===== config.mk =====
export PLATFORM = sky130hd
export DESIGN_NAME = deque_with_delete_by_value_core_flat
export DESIGN_NICKNAME = d
export VERILOG_FILES = /design/src/hdl/dwd_pkg.sv /design/src/hdl/dwd_req_if.sv /design/src/hdl/dwd_rsp_if.sv /design/src/hdl/dwd_ram.sv /design/src/hdl/dwd_ctrl.sv /design/src/hdl/deque_with_delete_by_value_core.sv /design/src/flat_wrapper.sv
export SDC_FILE = /design/constraint.sdc
export NUM_CORES = 1
export LEC_CHECK = 0
export ABC_CLOCK_PERIOD_IN_PS = 11700
export BUFFER_PORTS_ARGS = -buffer_cell sky130_fd_sc_hd__buf_2
export CAP_MARGIN = 30
export CORE_MARGIN = 10
export CORE_UTILIZATION = 30
export DETAILED_ROUTE_END_ITERATION = 8
export GPL_TIMING_DRIVEN = 0
export PLACE_DENSITY = 0.41
export SLEW_MARGIN = 0
export SYNTH_ARGS = -nofsm -noshare
export SYNTH_HDL_FRONTEND = slang
export SYNTH_HIERARCHICAL = 1
export SYNTH_SLANG_ARGS = --single-unit

===== constraint.sdc =====
create_clock -name clk -period 11.7 [get_ports clk]
set_input_delay 2.34 -clock clk [delete_from_list [all_inputs] [get_ports clk]]
set_output_delay 2.34 -clock clk [all_outputs]
set_load 0.02 [all_outputs]

===== src/hdl/dwd_pkg.sv =====
// ----------------------------------------------------------------------------
// dwd_pkg
// shared sizes, request and status codes and the result word type of the
// bounded deque with delete by value
// ----------------------------------------------------------------------------
package dwd_pkg;

  localparam int CAPACITY    = 32;
  localparam int VALUE_WIDTH = 32;
  localparam int IDX_W       = $clog2(CAPACITY);
  localparam int CNT_W       = $clog2(CAPACITY + 1);

  localparam logic [2:0] REQ_PUSH_FRONT = 3'd0;
  localparam logic [2:0] REQ_PUSH_BACK  = 3'd1;
  localparam logic [2:0] REQ_DELETE     = 3'd2;
  localparam logic [2:0] REQ_LIST_FWD   = 3'd3;
  localparam logic [2:0] REQ_LIST_BWD   = 3'd4;

  localparam logic [1:0] ST_OK        = 2'd0;
  localparam logic [1:0] ST_FULL      = 2'd1;
  localparam logic [1:0] ST_NOT_FOUND = 2'd2;
  localparam logic [1:0] ST_EMPTY     = 2'd3;

  typedef struct packed {
    logic              valid;
    logic [1:0]        status;
    logic signed [31:0] item_value;
    logic              last;
  } dwd_emit_t;

endpackage


===== src/hdl/dwd_req_if.sv =====
// ----------------------------------------------------------------------------
// dwd_req_if
// request channel: one word carries a request type and a value
// ----------------------------------------------------------------------------
interface dwd_req_if;
  logic               valid;
  logic               ready;
  logic [2:0]         req_type;
  logic signed [31:0] value;

  modport source (output valid, output req_type, output value, input ready);
  modport sink   (input valid, input req_type, input value, output ready);
endinterface


===== src/hdl/dwd_rsp_if.sv =====
// ----------------------------------------------------------------------------
// dwd_rsp_if
// result channel: one word carries status, listed value and last flag
// ----------------------------------------------------------------------------
interface dwd_rsp_if;
  logic               valid;
  logic               ready;
  logic [1:0]         status;
  logic signed [31:0] item_value;
  logic               last;

  modport source (output valid, output status, output item_value, output last, input ready);
  modport sink   (input valid, input status, input item_value, input last, output ready);
endinterface


===== src/hdl/dwd_ram.sv =====
// ----------------------------------------------------------------------------
// dwd_ram
// simple dual port ram, one write and one registered read per cycle
// ----------------------------------------------------------------------------
module dwd_ram #(
  parameter int DEPTH = 32,
  parameter int WIDTH = 32,
  parameter int AW    = $clog2(DEPTH)
) (
  input  logic             clk,
  input  logic             we,
  input  logic [AW-1:0]    waddr,
  input  logic [WIDTH-1:0] wdata,
  input  logic             re,
  input  logic [AW-1:0]    raddr,
  output logic [WIDTH-1:0] rdata
);

  logic [WIDTH-1:0] mem [DEPTH];

  always_ff @(posedge clk) begin
    if (we) begin
      mem[waddr] <= wdata;
    end
  end

  always_ff @(posedge clk) begin
    if (re) begin
      rdata <= mem[raddr];
    end
  end

endmodule


===== src/hdl/dwd_ctrl.sv =====
// ----------------------------------------------------------------------------
// dwd_ctrl
// request sequencer: pushes, pipelined search and compaction for delete,
// and listing reads paced by the output stage
// ----------------------------------------------------------------------------
module dwd_ctrl
  import dwd_pkg::*;
(
  input  logic                   clk,
  input  logic                   rst_n,
  dwd_req_if.sink                in_ch,
  input  logic                   can_emit,
  output dwd_emit_t              emit,
  output logic                   ram_we,
  output logic [IDX_W-1:0]       ram_waddr,
  output logic [VALUE_WIDTH-1:0] ram_wdata,
  output logic                   ram_re,
  output logic [IDX_W-1:0]       ram_raddr,
  input  logic [VALUE_WIDTH-1:0] ram_rdata
);

  localparam logic [2:0] S_IDLE  = 3'd0;
  localparam logic [2:0] S_EMIT  = 3'd1;
  localparam logic [2:0] S_SRCH  = 3'd2;
  localparam logic [2:0] S_SHIFT = 3'd3;
  localparam logic [2:0] S_LIST  = 3'd4;

  localparam logic [CNT_W-1:0] CNT_ONE  = CNT_W'(1);
  localparam logic [CNT_W-1:0] CNT_FULL = CNT_W'(CAPACITY);

  function automatic logic [IDX_W-1:0] slot_of(input logic [IDX_W-1:0] f,
                                               input logic [CNT_W-1:0] p);
    logic [CNT_W:0] s;
    s = (CNT_W+1)'(f) + (CNT_W+1)'(p);
    if (s >= (CNT_W+1)'(CAPACITY)) begin
      s = s - (CNT_W+1)'(CAPACITY);
    end
    return IDX_W'(s);
  endfunction

  logic [2:0]             state_r, state_nxt;
  logic [IDX_W-1:0]       front_r, front_nxt;
  logic [CNT_W-1:0]       count_r, count_nxt;
  logic [CNT_W-1:0]       iss_r, iss_nxt;
  logic [CNT_W-1:0]       em_r, em_nxt;
  logic [CNT_W-1:0]       wpos_r, wpos_nxt;
  logic                   pend_r, pend_nxt;
  logic                   bwd_r, bwd_nxt;
  logic [1:0]             st_r, st_nxt;
  logic [VALUE_WIDTH-1:0] val_r, val_nxt;

  logic [VALUE_WIDTH-1:0] in_val;
  logic [IDX_W-1:0]       front_dec;
  logic [CNT_W-1:0]       list_pos;
  logic [CNT_W-1:0]       count_m1;
  logic                   issue;
  logic                   is_last;

  assign in_val    = VALUE_WIDTH'($unsigned(in_ch.value));
  assign front_dec = (front_r == '0) ? IDX_W'(CAPACITY - 1) : front_r - 1'b1;
  assign count_m1  = count_r - CNT_ONE;
  assign list_pos  = bwd_r ? (count_m1 - iss_r) : iss_r;
  assign is_last   = (em_r == count_m1);
  assign in_ch.ready = (state_r == S_IDLE);

  always_comb begin
    state_nxt = state_r;
    front_nxt = front_r;
    count_nxt = count_r;
    iss_nxt   = iss_r;
    em_nxt    = em_r;
    wpos_nxt  = wpos_r;
    pend_nxt  = pend_r;
    bwd_nxt   = bwd_r;
    st_nxt    = st_r;
    val_nxt   = val_r;
    issue     = 1'b0;

    ram_we    = 1'b0;
    ram_waddr = slot_of(front_r, wpos_r);
    ram_wdata = ram_rdata;
    ram_re    = 1'b0;
    ram_raddr = slot_of(front_r, iss_r);

    emit.valid      = 1'b0;
    emit.status     = st_r;
    emit.item_value = '0;
    emit.last       = 1'b1;

    case (state_r)
      S_IDLE: begin
        if (in_ch.valid) begin
          iss_nxt  = '0;
          em_nxt   = '0;
          pend_nxt = 1'b0;
          case (in_ch.req_type)
            REQ_PUSH_FRONT, REQ_PUSH_BACK: begin
              state_nxt = S_EMIT;
              if (count_r == CNT_FULL) begin
                st_nxt = ST_FULL;
              end else begin
                st_nxt    = ST_OK;
                ram_we    = 1'b1;
                ram_wdata = in_val;
                count_nxt = count_r + CNT_ONE;
                if (in_ch.req_type == REQ_PUSH_FRONT) begin
                  front_nxt = front_dec;
                  ram_waddr = front_dec;
                end else begin
                  ram_waddr = slot_of(front_r, count_r);
                end
              end
            end
            REQ_DELETE: begin
              val_nxt = in_val;
              if (count_r == '0) begin
                st_nxt    = ST_NOT_FOUND;
                state_nxt = S_EMIT;
              end else begin
                state_nxt = S_SRCH;
              end
            end
            REQ_LIST_FWD, REQ_LIST_BWD: begin
              bwd_nxt = (in_ch.req_type == REQ_LIST_BWD);
              if (count_r == '0) begin
                st_nxt    = ST_EMPTY;
                state_nxt = S_EMIT;
              end else begin
                state_nxt = S_LIST;
              end
            end
            default: begin
            end
          endcase
        end
      end

      S_EMIT: begin
        emit.valid = 1'b1;
        if (can_emit) begin
          state_nxt = S_IDLE;
        end
      end

      S_SRCH: begin
        issue = (iss_r < count_r);
        if (issue) begin
          ram_re   = 1'b1;
          iss_nxt  = iss_r + CNT_ONE;
          wpos_nxt = iss_r - CNT_ONE;
        end
        pend_nxt = issue;
        if (pend_r) begin
          em_nxt = em_r + CNT_ONE;
          if (ram_rdata == val_r) begin
            state_nxt = S_SHIFT;
          end else if (is_last) begin
            st_nxt    = ST_NOT_FOUND;
            state_nxt = S_EMIT;
          end
        end
      end

      S_SHIFT: begin
        if (pend_r) begin
          ram_we = 1'b1;
        end
        issue = (iss_r < count_r);
        if (issue) begin
          ram_re   = 1'b1;
          iss_nxt  = iss_r + CNT_ONE;
          wpos_nxt = iss_r - CNT_ONE;
        end
        pend_nxt = issue;
        if (!pend_r && !issue) begin
          count_nxt = count_m1;
          st_nxt    = ST_OK;
          state_nxt = S_EMIT;
        end
      end

      S_LIST: begin
        ram_raddr = slot_of(front_r, list_pos);
        issue     = (iss_r < count_r) && (!pend_r || can_emit);
        if (issue) begin
          ram_re  = 1'b1;
          iss_nxt = iss_r + CNT_ONE;
        end
        if (pend_r) begin
          emit.valid      = 1'b1;
          emit.status     = ST_OK;
          emit.item_value = 32'(ram_rdata);
          emit.last       = is_last;
          if (can_emit) begin
            em_nxt = em_r + CNT_ONE;
            if (is_last) begin
              state_nxt = S_IDLE;
            end
          end
        end
        pend_nxt = issue || (pend_r && !can_emit);
      end

      default: begin
        state_nxt = S_IDLE;
      end
    endcase
  end

  always_ff @(posedge clk) begin
    if (!rst_n) begin
      state_r <= S_IDLE;
      front_r <= '0;
      count_r <= '0;
      pend_r  <= 1'b0;
    end else begin
      state_r <= state_nxt;
      front_r <= front_nxt;
      count_r <= count_nxt;
      pend_r  <= pend_nxt;
    end
  end

  always_ff @(posedge clk) begin
    iss_r  <= iss_nxt;
    em_r   <= em_nxt;
    wpos_r <= wpos_nxt;
    bwd_r  <= bwd_nxt;
    st_r   <= st_nxt;
    val_r  <= val_nxt;
  end

endmodule


===== src/hdl/deque_with_delete_by_value_core.sv =====
// ----------------------------------------------------------------------------
// deque_with_delete_by_value_core
// bounded double-ended list of signed values with delete by value
// ----------------------------------------------------------------------------
// Requests are taken one at a time. Entries live in a circular store in a
// single ram with one write and one registered read port. A push is
// accepted, then its result word is emitted. A delete reads one entry per
// cycle from the front until it finds a match, then moves each later entry
// one place toward the front at one entry per cycle. A listing emits one
// word per cycle once started, when the result side does not stall.
// Results pass through an output register, so the next request is accepted
// while the last result word still waits to be taken.
module deque_with_delete_by_value_core
  import dwd_pkg::*;
(
  input  logic    clk,
  input  logic    rst_n,
  dwd_req_if.sink in_ch,
  dwd_rsp_if.source out_ch
);

  dwd_emit_t              emit;
  logic                   can_emit;
  logic                   ram_we;
  logic [IDX_W-1:0]       ram_waddr;
  logic [VALUE_WIDTH-1:0] ram_wdata;
  logic                   ram_re;
  logic [IDX_W-1:0]       ram_raddr;
  logic [VALUE_WIDTH-1:0] ram_rdata;

  logic                   out_valid_r;
  logic [1:0]             out_status_r;
  logic signed [31:0]     out_value_r;
  logic                   out_last_r;

  assign can_emit = !out_valid_r || out_ch.ready;

  dwd_ctrl u_ctrl (
    .clk       (clk),
    .rst_n     (rst_n),
    .in_ch     (in_ch),
    .can_emit  (can_emit),
    .emit      (emit),
    .ram_we    (ram_we),
    .ram_waddr (ram_waddr),
    .ram_wdata (ram_wdata),
    .ram_re    (ram_re),
    .ram_raddr (ram_raddr),
    .ram_rdata (ram_rdata)
  );

  dwd_ram #(
    .DEPTH (CAPACITY),
    .WIDTH (VALUE_WIDTH)
  ) u_ram (
    .clk   (clk),
    .we    (ram_we),
    .waddr (ram_waddr),
    .wdata (ram_wdata),
    .re    (ram_re),
    .raddr (ram_raddr),
    .rdata (ram_rdata)
  );

  // output word register
  always_ff @(posedge clk) begin
    if (!rst_n) begin
      out_valid_r <= 1'b0;
    end else if (can_emit) begin
      out_valid_r <= emit.valid;
    end
  end

  always_ff @(posedge clk) begin
    if (can_emit && emit.valid) begin
      out_status_r <= emit.status;
      out_value_r  <= emit.item_value;
      out_last_r   <= emit.last;
    end
  end

  assign out_ch.valid      = out_valid_r;
  assign out_ch.status     = out_status_r;
  assign out_ch.item_value = out_value_r;
  assign out_ch.last       = out_last_r;

endmodule

===== src/flat_wrapper.sv =====
// flat-port wrapper written by rule: the top's interface ports become plain ports
module deque_with_delete_by_value_core_flat import dwd_pkg::*;
  (clk, rst_n, in_ch_valid, in_ch_req_type, in_ch_value, in_ch_ready, out_ch_valid, out_ch_status, out_ch_item_value, out_ch_last, out_ch_ready);
  dwd_req_if in_ch_i ();
  dwd_rsp_if out_ch_i ();
  input  logic clk;
  input  logic rst_n;
  input wire logic [$bits(in_ch_i.valid)-1:0] in_ch_valid;
  input wire logic [$bits(in_ch_i.req_type)-1:0] in_ch_req_type;
  input wire logic [$bits(in_ch_i.value)-1:0] in_ch_value;
  output wire logic [$bits(in_ch_i.ready)-1:0] in_ch_ready;
  output wire logic [$bits(out_ch_i.valid)-1:0] out_ch_valid;
  output wire logic [$bits(out_ch_i.status)-1:0] out_ch_status;
  output wire logic [$bits(out_ch_i.item_value)-1:0] out_ch_item_value;
  output wire logic [$bits(out_ch_i.last)-1:0] out_ch_last;
  input wire logic [$bits(out_ch_i.ready)-1:0] out_ch_ready;
  assign in_ch_i.valid = in_ch_valid;
  assign in_ch_i.req_type = in_ch_req_type;
  assign in_ch_i.value = in_ch_value;
  assign in_ch_ready = in_ch_i.ready;
  assign out_ch_valid = out_ch_i.valid;
  assign out_ch_status = out_ch_i.status;
  assign out_ch_item_value = out_ch_i.item_value;
  assign out_ch_last = out_ch_i.last;
  assign out_ch_i.ready = out_ch_ready;
  deque_with_delete_by_value_core u_core (.clk(clk), .rst_n(rst_n), .in_ch(in_ch_i), .out_ch(out_ch_i));
endmodule

Word level (Yosys, flattened, before mapping)
Memory sizes are Yosys's and may differ from the RTL's. A register that Yosys moved wholly into a read port is not among the register bits.
Cells that the tools add are included.
Cells by class
  add/subtract/negate cells: 15
  order comparisons: 5
  equal/unequal tests: 28
  mux-type cells: 67
  bitwise logic cells: 1
  reduce and logical (&&, ||, !) cells: 33
Operators with widths (number)
  32-bit two-way mux: 4
  6-bit two-way mux: 11
  5-bit two-way mux: 11
  36-bit two-way mux: 1
  6-bit case mux with 3 select lines: 2
  35-bit two-way mux: 1
  32-bit == test: 1
  3-bit two-way mux: 10
  5-bit by 6-bit adder with 7-bit output: 4
  7-bit by 6-bit greater-or-equal comparator with 1-bit output (second input constant): 4
  5-bit by 1-bit subtractor with 5-bit output (second input constant): 5
  6-bit by 1-bit adder with 6-bit output (second input constant): 3
  2-bit inequality test (second input constant): 9
  9-bit AND reduction: 2
  2-bit two-way mux: 8
  3-bit case mux with 5 select lines: 1
  5-bit AND reduction: 3
  3-bit by 2-bit == test with 1-bit output (second input constant): 4
  2-bit case mux with 3 select lines: 2
  6-bit case mux with 2 select lines: 1
  6-bit by 1-bit subtractor with 6-bit output (second input constant): 2
  1-bit two-way mux: 10
  3-bit inequality test (second input constant): 3
  3-bit case mux with 3 select lines: 1
  23 further kinds: 46
Word-level totals
  flip-flop bits (word level): 104
  memory bits (writable): 1024
  input port bits: 39
  output and inout port bits: 37
  memories kept: 1
Memory list
  u_core.u_ram.mem: depth 32, bits a word 32, read ports 1, clocked after Yosys merged registers in 1, write ports 1, RTL line dwd_ram.sv:19  | logic [WIDTH-1:0] mem [DEPTH];

Longest topological paths before layout
  depth in word-level cells: 8
  depth in mapped cells: 20
  gate-level depth less buffers: 17

Cells and area by module
The synthesis kept the hierarchy.
By module, submodules not included
  dwd_ram: times used 1, cells an instance 2260, area an instance 40812.9 µm², seq. area each 31710.4 µm²
  dwd_ctrl: times used 1, cells an instance 581, area an instance 5064.9 µm², seq. area each 1861.8 µm²
  deque_with_delete_by_value_core: times used 1, cells an instance 40, area an instance 1108.6 µm², seq. area each 1071.0 µm²

Worst setup path before layout
OpenSTA, ideal clock, no wires.
  path type: input port to flip-flop
  start point: in in_ch_req_type[0]
  end point: mem u_core.u_ram.mem[17][0], enable pin
  library setup time: 421 ps
  arrival: 5667 ps
  data required time: 11279 ps
  slack: 5612 ps
  stages: 10
  path buffers: 2
  cell sequence: or2_2 buf_6 nor2_1 clkbuf_1 nand2_1 o31ai_1 mux2i_1 xnor2_1 or3b_2 nor2_1
Between the ends
  elaborated cells on any way between the ends: 13
  classes of those cells: eq/ne: 1; mux: 10; reduce/logical: 2
RTL lines
  from (decl): RTL line flat_wrapper.sv:9  | input wire logic [$bits(in_ch_i.req_type)-1:0] in_ch_req_type;
  3-bit logical NOT: RTL line dwd_ctrl.sv:96, dwd_ctrl.sv:106
  5-bit two-way mux: RTL line dwd_ctrl.sv:106  | if (in_ch.req_type == REQ_PUSH_FRONT) begin
  5-bit two-way mux: RTL line dwd_ctrl.sv:99  | if (count_r == CNT_FULL) begin
  5-bit two-way mux *: RTL line dwd_ctrl.sv:96  | case (in_ch.req_type)
  5-bit two-way mux *: RTL line dwd_ctrl.sv:92  | if (in_ch.valid) begin
  5-bit two-way mux *: RTL line dwd_ctrl.sv:90  | case (state_r)
  net u_core.ram_waddr[4]: RTL line deque_with_delete_by_value_core.sv:25  | logic [IDX_W-1:0] ram_waddr;
  to (decl): RTL line dwd_ram.sv:19
Mark *: on every way through the listed nets, which the timed path passes. The rest lies on a longest branch.

Worst setup path in the final report
  start point: reg u_core.u_ctrl.count_r[0]
  end point: reg u_core.u_ram.rdata[16] (read register of u_core.u_ram.mem), data pin
Between the ends
  longest elaborated chain between the ends: 7
  elaborated cells on any way between the ends: 13
  classes of those cells: add/sub: 4; order compare: 2; mux: 6; reduce/logical: 1
Ends and longest elaborated chain
  from (decl): RTL line dwd_ctrl.sv:43  | logic [CNT_W-1:0] count_r, count_nxt;
  from (signal assigned): RTL line dwd_ctrl.sv:219  | count_r <= count_nxt;
  6-bit by 1-bit subtractor with 6-bit output *: RTL line dwd_ctrl.sv:61  | assign count_m1 = count_r - CNT_ONE;
  6-bit subtractor *: RTL line dwd_ctrl.sv:62  | assign list_pos = bwd_r ? (count_m1 - iss_r) : iss_r;
  6-bit two-way mux *: RTL line dwd_ctrl.sv:62
  5-bit by 6-bit adder with 7-bit output *: RTL line dwd_ctrl.sv:34  | s = (CNT_W+1)'(f) + (CNT_W+1)'(p);
  7-bit by 6-bit greater-or-equal comparator with 1-bit output / 5-bit by 1-bit subtractor with 5-bit output (equally long branches): RTL line dwd_ctrl.sv:35, dwd_ctrl.sv:36
  5-bit two-way mux *: RTL line dwd_ctrl.sv:35  | if (s >= (CNT_W+1)'(CAPACITY)) begin
  5-bit two-way mux *: RTL line dwd_ctrl.sv:90
  net u_core.ram_raddr[4]: RTL line deque_with_delete_by_value_core.sv:28  | logic [IDX_W-1:0] ram_raddr;
  to (decl): RTL line dwd_ram.sv:16  | output logic [WIDTH-1:0] rdata
Marked as above.
A chain may end at the register's enable or synchronous reset.

==> summary.md <==
| Metric | Value |
|---|---|
| EDFF count, synth | ~1,100 |
| Final setup viols | 0 |
| Worst path cell trace | buf_2, inv_1, ha_1, inv_1, fa_1, nand2_1, o21ai_0, inv_1, fa_1, inv_1, a21o_1, a21oi_1, xnor2_1, xnor2_1, or2_2, clkbuf_1, clkbuf_1, nor3_1, a31oi_1, nand3_1 |
| Largest net degree at the start of global routing | 36 |
| Synth async-reset ratio | 0% |
| Number of global-route vias before repair | about 27,000 |
| Worst Setup Start Kind | flop |
| Fin crit period | around 6.5 ns |
| CTS Hold Bufs | 0 |
| Worst ir drop on vdd | between 0.15 and 0.2 mV |
| Pre-antenna DRT Iters | 6 |
| Worst reg2reg path depth | 20 |
| Core area | approximately 0.16 sq mm |
| Avg WL per Cell | roughly 27 um |
| Die height | 415.8 um |
| Grt total ovfl | 0 |
| Setup crit end kind | flop |
| Most frequent CP cell | inv_1 |
| Avg Synthesized Cell Area | roughly 16 sq um |
| Setup ws final | 5.210 ns |
| Synth cell types | about 70 |
| IO buf count | between 70 and 80 |
| Routed WL | roughly 140,000 um |
| Setup slack after placement | 5.119 ns |
| Fin Clk Skew | between 0.02 and 0.03 ns |
| Sequential share of the synthesized area | around three quarters |
| Reg-to-Reg Start | u_core/u_ctrl/count_r[0] |
| CTS Sinks | roughly 1,200 |
| Worst-margin pin slew | 1.156 ns |
| Placed wire-length estimate | roughly 100,000 um |
| Synth Register Bits | 1,159 |
| Fin. max-slew vios | 0 |
| CP max stage cell | a31oi_1 |
| CP max stage delay | roughly 0.75 ns |
| CP max FO | 10 |
| Worst Hold Path EP | u_core/out_ch.valid |
| Worst Hold Class | flop to flop |
| Post-route ant nets | 0 |
| Std-Cell Rows | 145 |
| Clock transition at path regs | 0.05 ns |
| Total Nets Final | ~3,200 |
| Hold Path Stages | 2 |
| Postcts setup bufs | 0 |
| Fin crit share | approximately 55% |
| Rel. slew slack | 22.36% |
| Initial antenna violation count | 9 |
| Die width | between 400 and 500 um |
| Post-synth top area share | 73.05% |
| First-pass GRT wire length | about 200,000 um |
| Skew-Pair Late Insertion Delay | approximately 0.76 ns |
| Synth warnings | 6 |
| Clk buf depth | 3 |
| RSZ-0062 raised after global routing | false |
| WP data arrival | approximately 6.9 ns |
| Hold Crit Start | u_core/out_ch.valid |
| Inserted Clock Buffers | 130 |
| Highest achievable clock rate | 154.1 MHz |
| H-tree Lvls | 4 |
| Gpl congestion | roughly 0.82 |
| Total GRT Usage | around 16% |
| MaxCap Viol Count | 0 |
| Area growth syn-to-layout | 19.10% |
| Synth Flop Type | edfxtp_1 |
| Final hold violations | 0 |
| Post-cts repair resize count | 0 |
| LEAKAGE | approximately 19 nW |
| Area leader, netlist | edfxtp_1 |
| Synthesized cell area | around 0.047 sq mm |
| Pwr Density | roughly 230 mW/mm^2 |
| Crit Path Class | flop to flop |
| Critical R2R Capture | u_core/u_ram/rdata[16] |
| IO Pins | 76 |
| 1st-iter DRT viols | about 2,200 |
| Die ar. | 0.1729 sq mm |
| Residual DRC | 0 |
| Initial Utilization | between 30% and 40% |
| TNS Setup | 0 ns |
| DR vias | between 20,000 and 30,000 |
| Worst EP required | about 12 ns |
| Status | finished clean |
| Ranking of synthesized cells by area | edfxtp_1 73%, mux2i_1 11%, nand2_1 1.7%, a22oi_1 1.6%, a21oi_1 1.3% |
| Synthesized netlist cell count | 2,881 |
| Share of cells above drive strength 1 | between 10% and 20% |
| Via density | 4.899 |
| CTS tree | built |
| Flop2flop setup slack | around 5.2 ns |
| Syn Nets | about 3,000 |
| CTS root buffer | clkbuf_16 |
[flip-flops by register name, summed over array words and instances (netlist names), 2 cells and up]
register	cells
u_core/out_ch.item_value	32
u_core/out_ch.status	2
u_core/u_ctrl/count_r	6
u_core/u_ctrl/em_r	6
u_core/u_ctrl/front_r	5
u_core/u_ctrl/iss_r	6
u_core/u_ctrl/st_r	2
u_core/u_ctrl/state_r	3
u_core/u_ctrl/val_r	32
u_core/u_ctrl/wpos_r	5
u_core/u_ram/mem	1024
u_core/u_ram/rdata	32
[routing by layer]
layer / up-vias / track usage [%] / part of all wire, %
met2: 758 / 26.46 / 48
met3: 216 / 4.017 / 6.6
li1: 11761 / - / -
met5: - / 0 / 0.0084
met4: 2 / 5.100 / 2.8
met1: 13377 / 20.80 / 43
[through the flow]
stage / cells / hold WS [ns] / util (%) / cell area [sq um] / total power [mW]
final: 5331 / 0.5629 / 35.87 / 55960 / 12.62
after global placement: 5013 / 0.5643 / 32.00 / 49930 / 8.724
after floorplan: 2881 / 0.5091 / - / 46990 / 7.242
after detailed placement: 5090 / 0.5700 / 33.32 / 51990 / 8.961
after CTS: 5320 / 0.5777 / 35.81 / 55880 / 12.76
after global routing: 5323 / 0.6095 / 35.85 / 55940 / 13.17
[kinds of logic after synthesis]
logic type,count (synthesis),share of synthesized area (%)
AO/OA/AOI/OAI,373,5.345
XOR/XNOR,74,1.409
adder cells (fa/ha/maj),33,0.9427
buffers and inverters,186,2.184
flip-flops,1159,73.73
multiplexers,513,10.93
AND/OR/NAND/NOR,543,5.462
[final cells by class]
type,instances,area [sq um]
Tap cell,2058,2575
Sequential cell,1159,34640
Timing Repair Buffer,154,2232
Clock buffer,167,3497
Inverter,32,120.1
Multi-Input combinational cell,1536,11580
Fill cell,14765,100100
Buffer,154,905.9
Antenna cell,8,20.02
Clock inverter,63,385.4
[where the power goes]
group	switching, mW	internal (mW)	total [mW]
combinational	2.54	1.24	3.78
clock	1.63	2.13	3.76
sequential	0.0825	5.00	5.09
[worst max path at each step]
stage | to | cells past startpoint | from | slack, ns
3_5_place_dp | u_core/u_ram/mem[18][15] | 12 | in_ch_req_type[0] | 5.12
5_1_grt | u_core/u_ram/rdata[16] | 20 | u_core/u_ctrl/count_r[0] | 4.82
6_report | u_core/u_ram/rdata[16] | 20 | u_core/u_ctrl/count_r[0] | 5.21
4_1_cts | u_core/u_ram/rdata[17] | 20 | u_core/u_ctrl/count_r[0] | 5.17
3_3_place_gp | u_core/u_ram/mem[16][18] | 8 | in_ch_valid | 2.49
2_1_floorplan | u_core/u_ram/mem[17][0] | 10 | in_ch_req_type[0] | 5.61
[worst max-delay path, delay by kind of cell, from the launching register on]
kind | cells | cell delay, ns
buffers and inverters | 7 | 1.62
adder cells (fa/ha/maj) | 3 | 1.35
AO/OA/AOI/OAI | 4 | 1.09
XOR/XNOR | 2 | 0.86
AND/OR/NAND/NOR | 4 | 0.74
flip-flops | 1 | 0.53
[placed cells by master (no fill, tap or decap), drive strengths merged, types with 54 or more instances in the layout]
master     n
clkbuf   224
a22oi     98
a22o      64
a21oi    124
edfxtp  1143
clkinv    54
nor2      77
buf      251
nand2    211
nand3    113
mux2i    513
[cells in the mapped netlist, drive strengths merged (7+ instances only)]
library cell / n
a21o: 7
a21oi: 124
a22o: 64
a22oi: 98
a31oi: 34
and2: 36
buf: 97
clkbuf: 57
dfxtp: 16
edfxtp: 1143
ha: 29
inv: 32
mux2i: 513
nand2: 211
nand2b: 9
nand3: 113
nand4: 9
nor2: 77
nor2b: 11
nor3: 44
o21ai: 21
xnor2: 50
xor2: 23
Power figures use the tool's default switching activity.
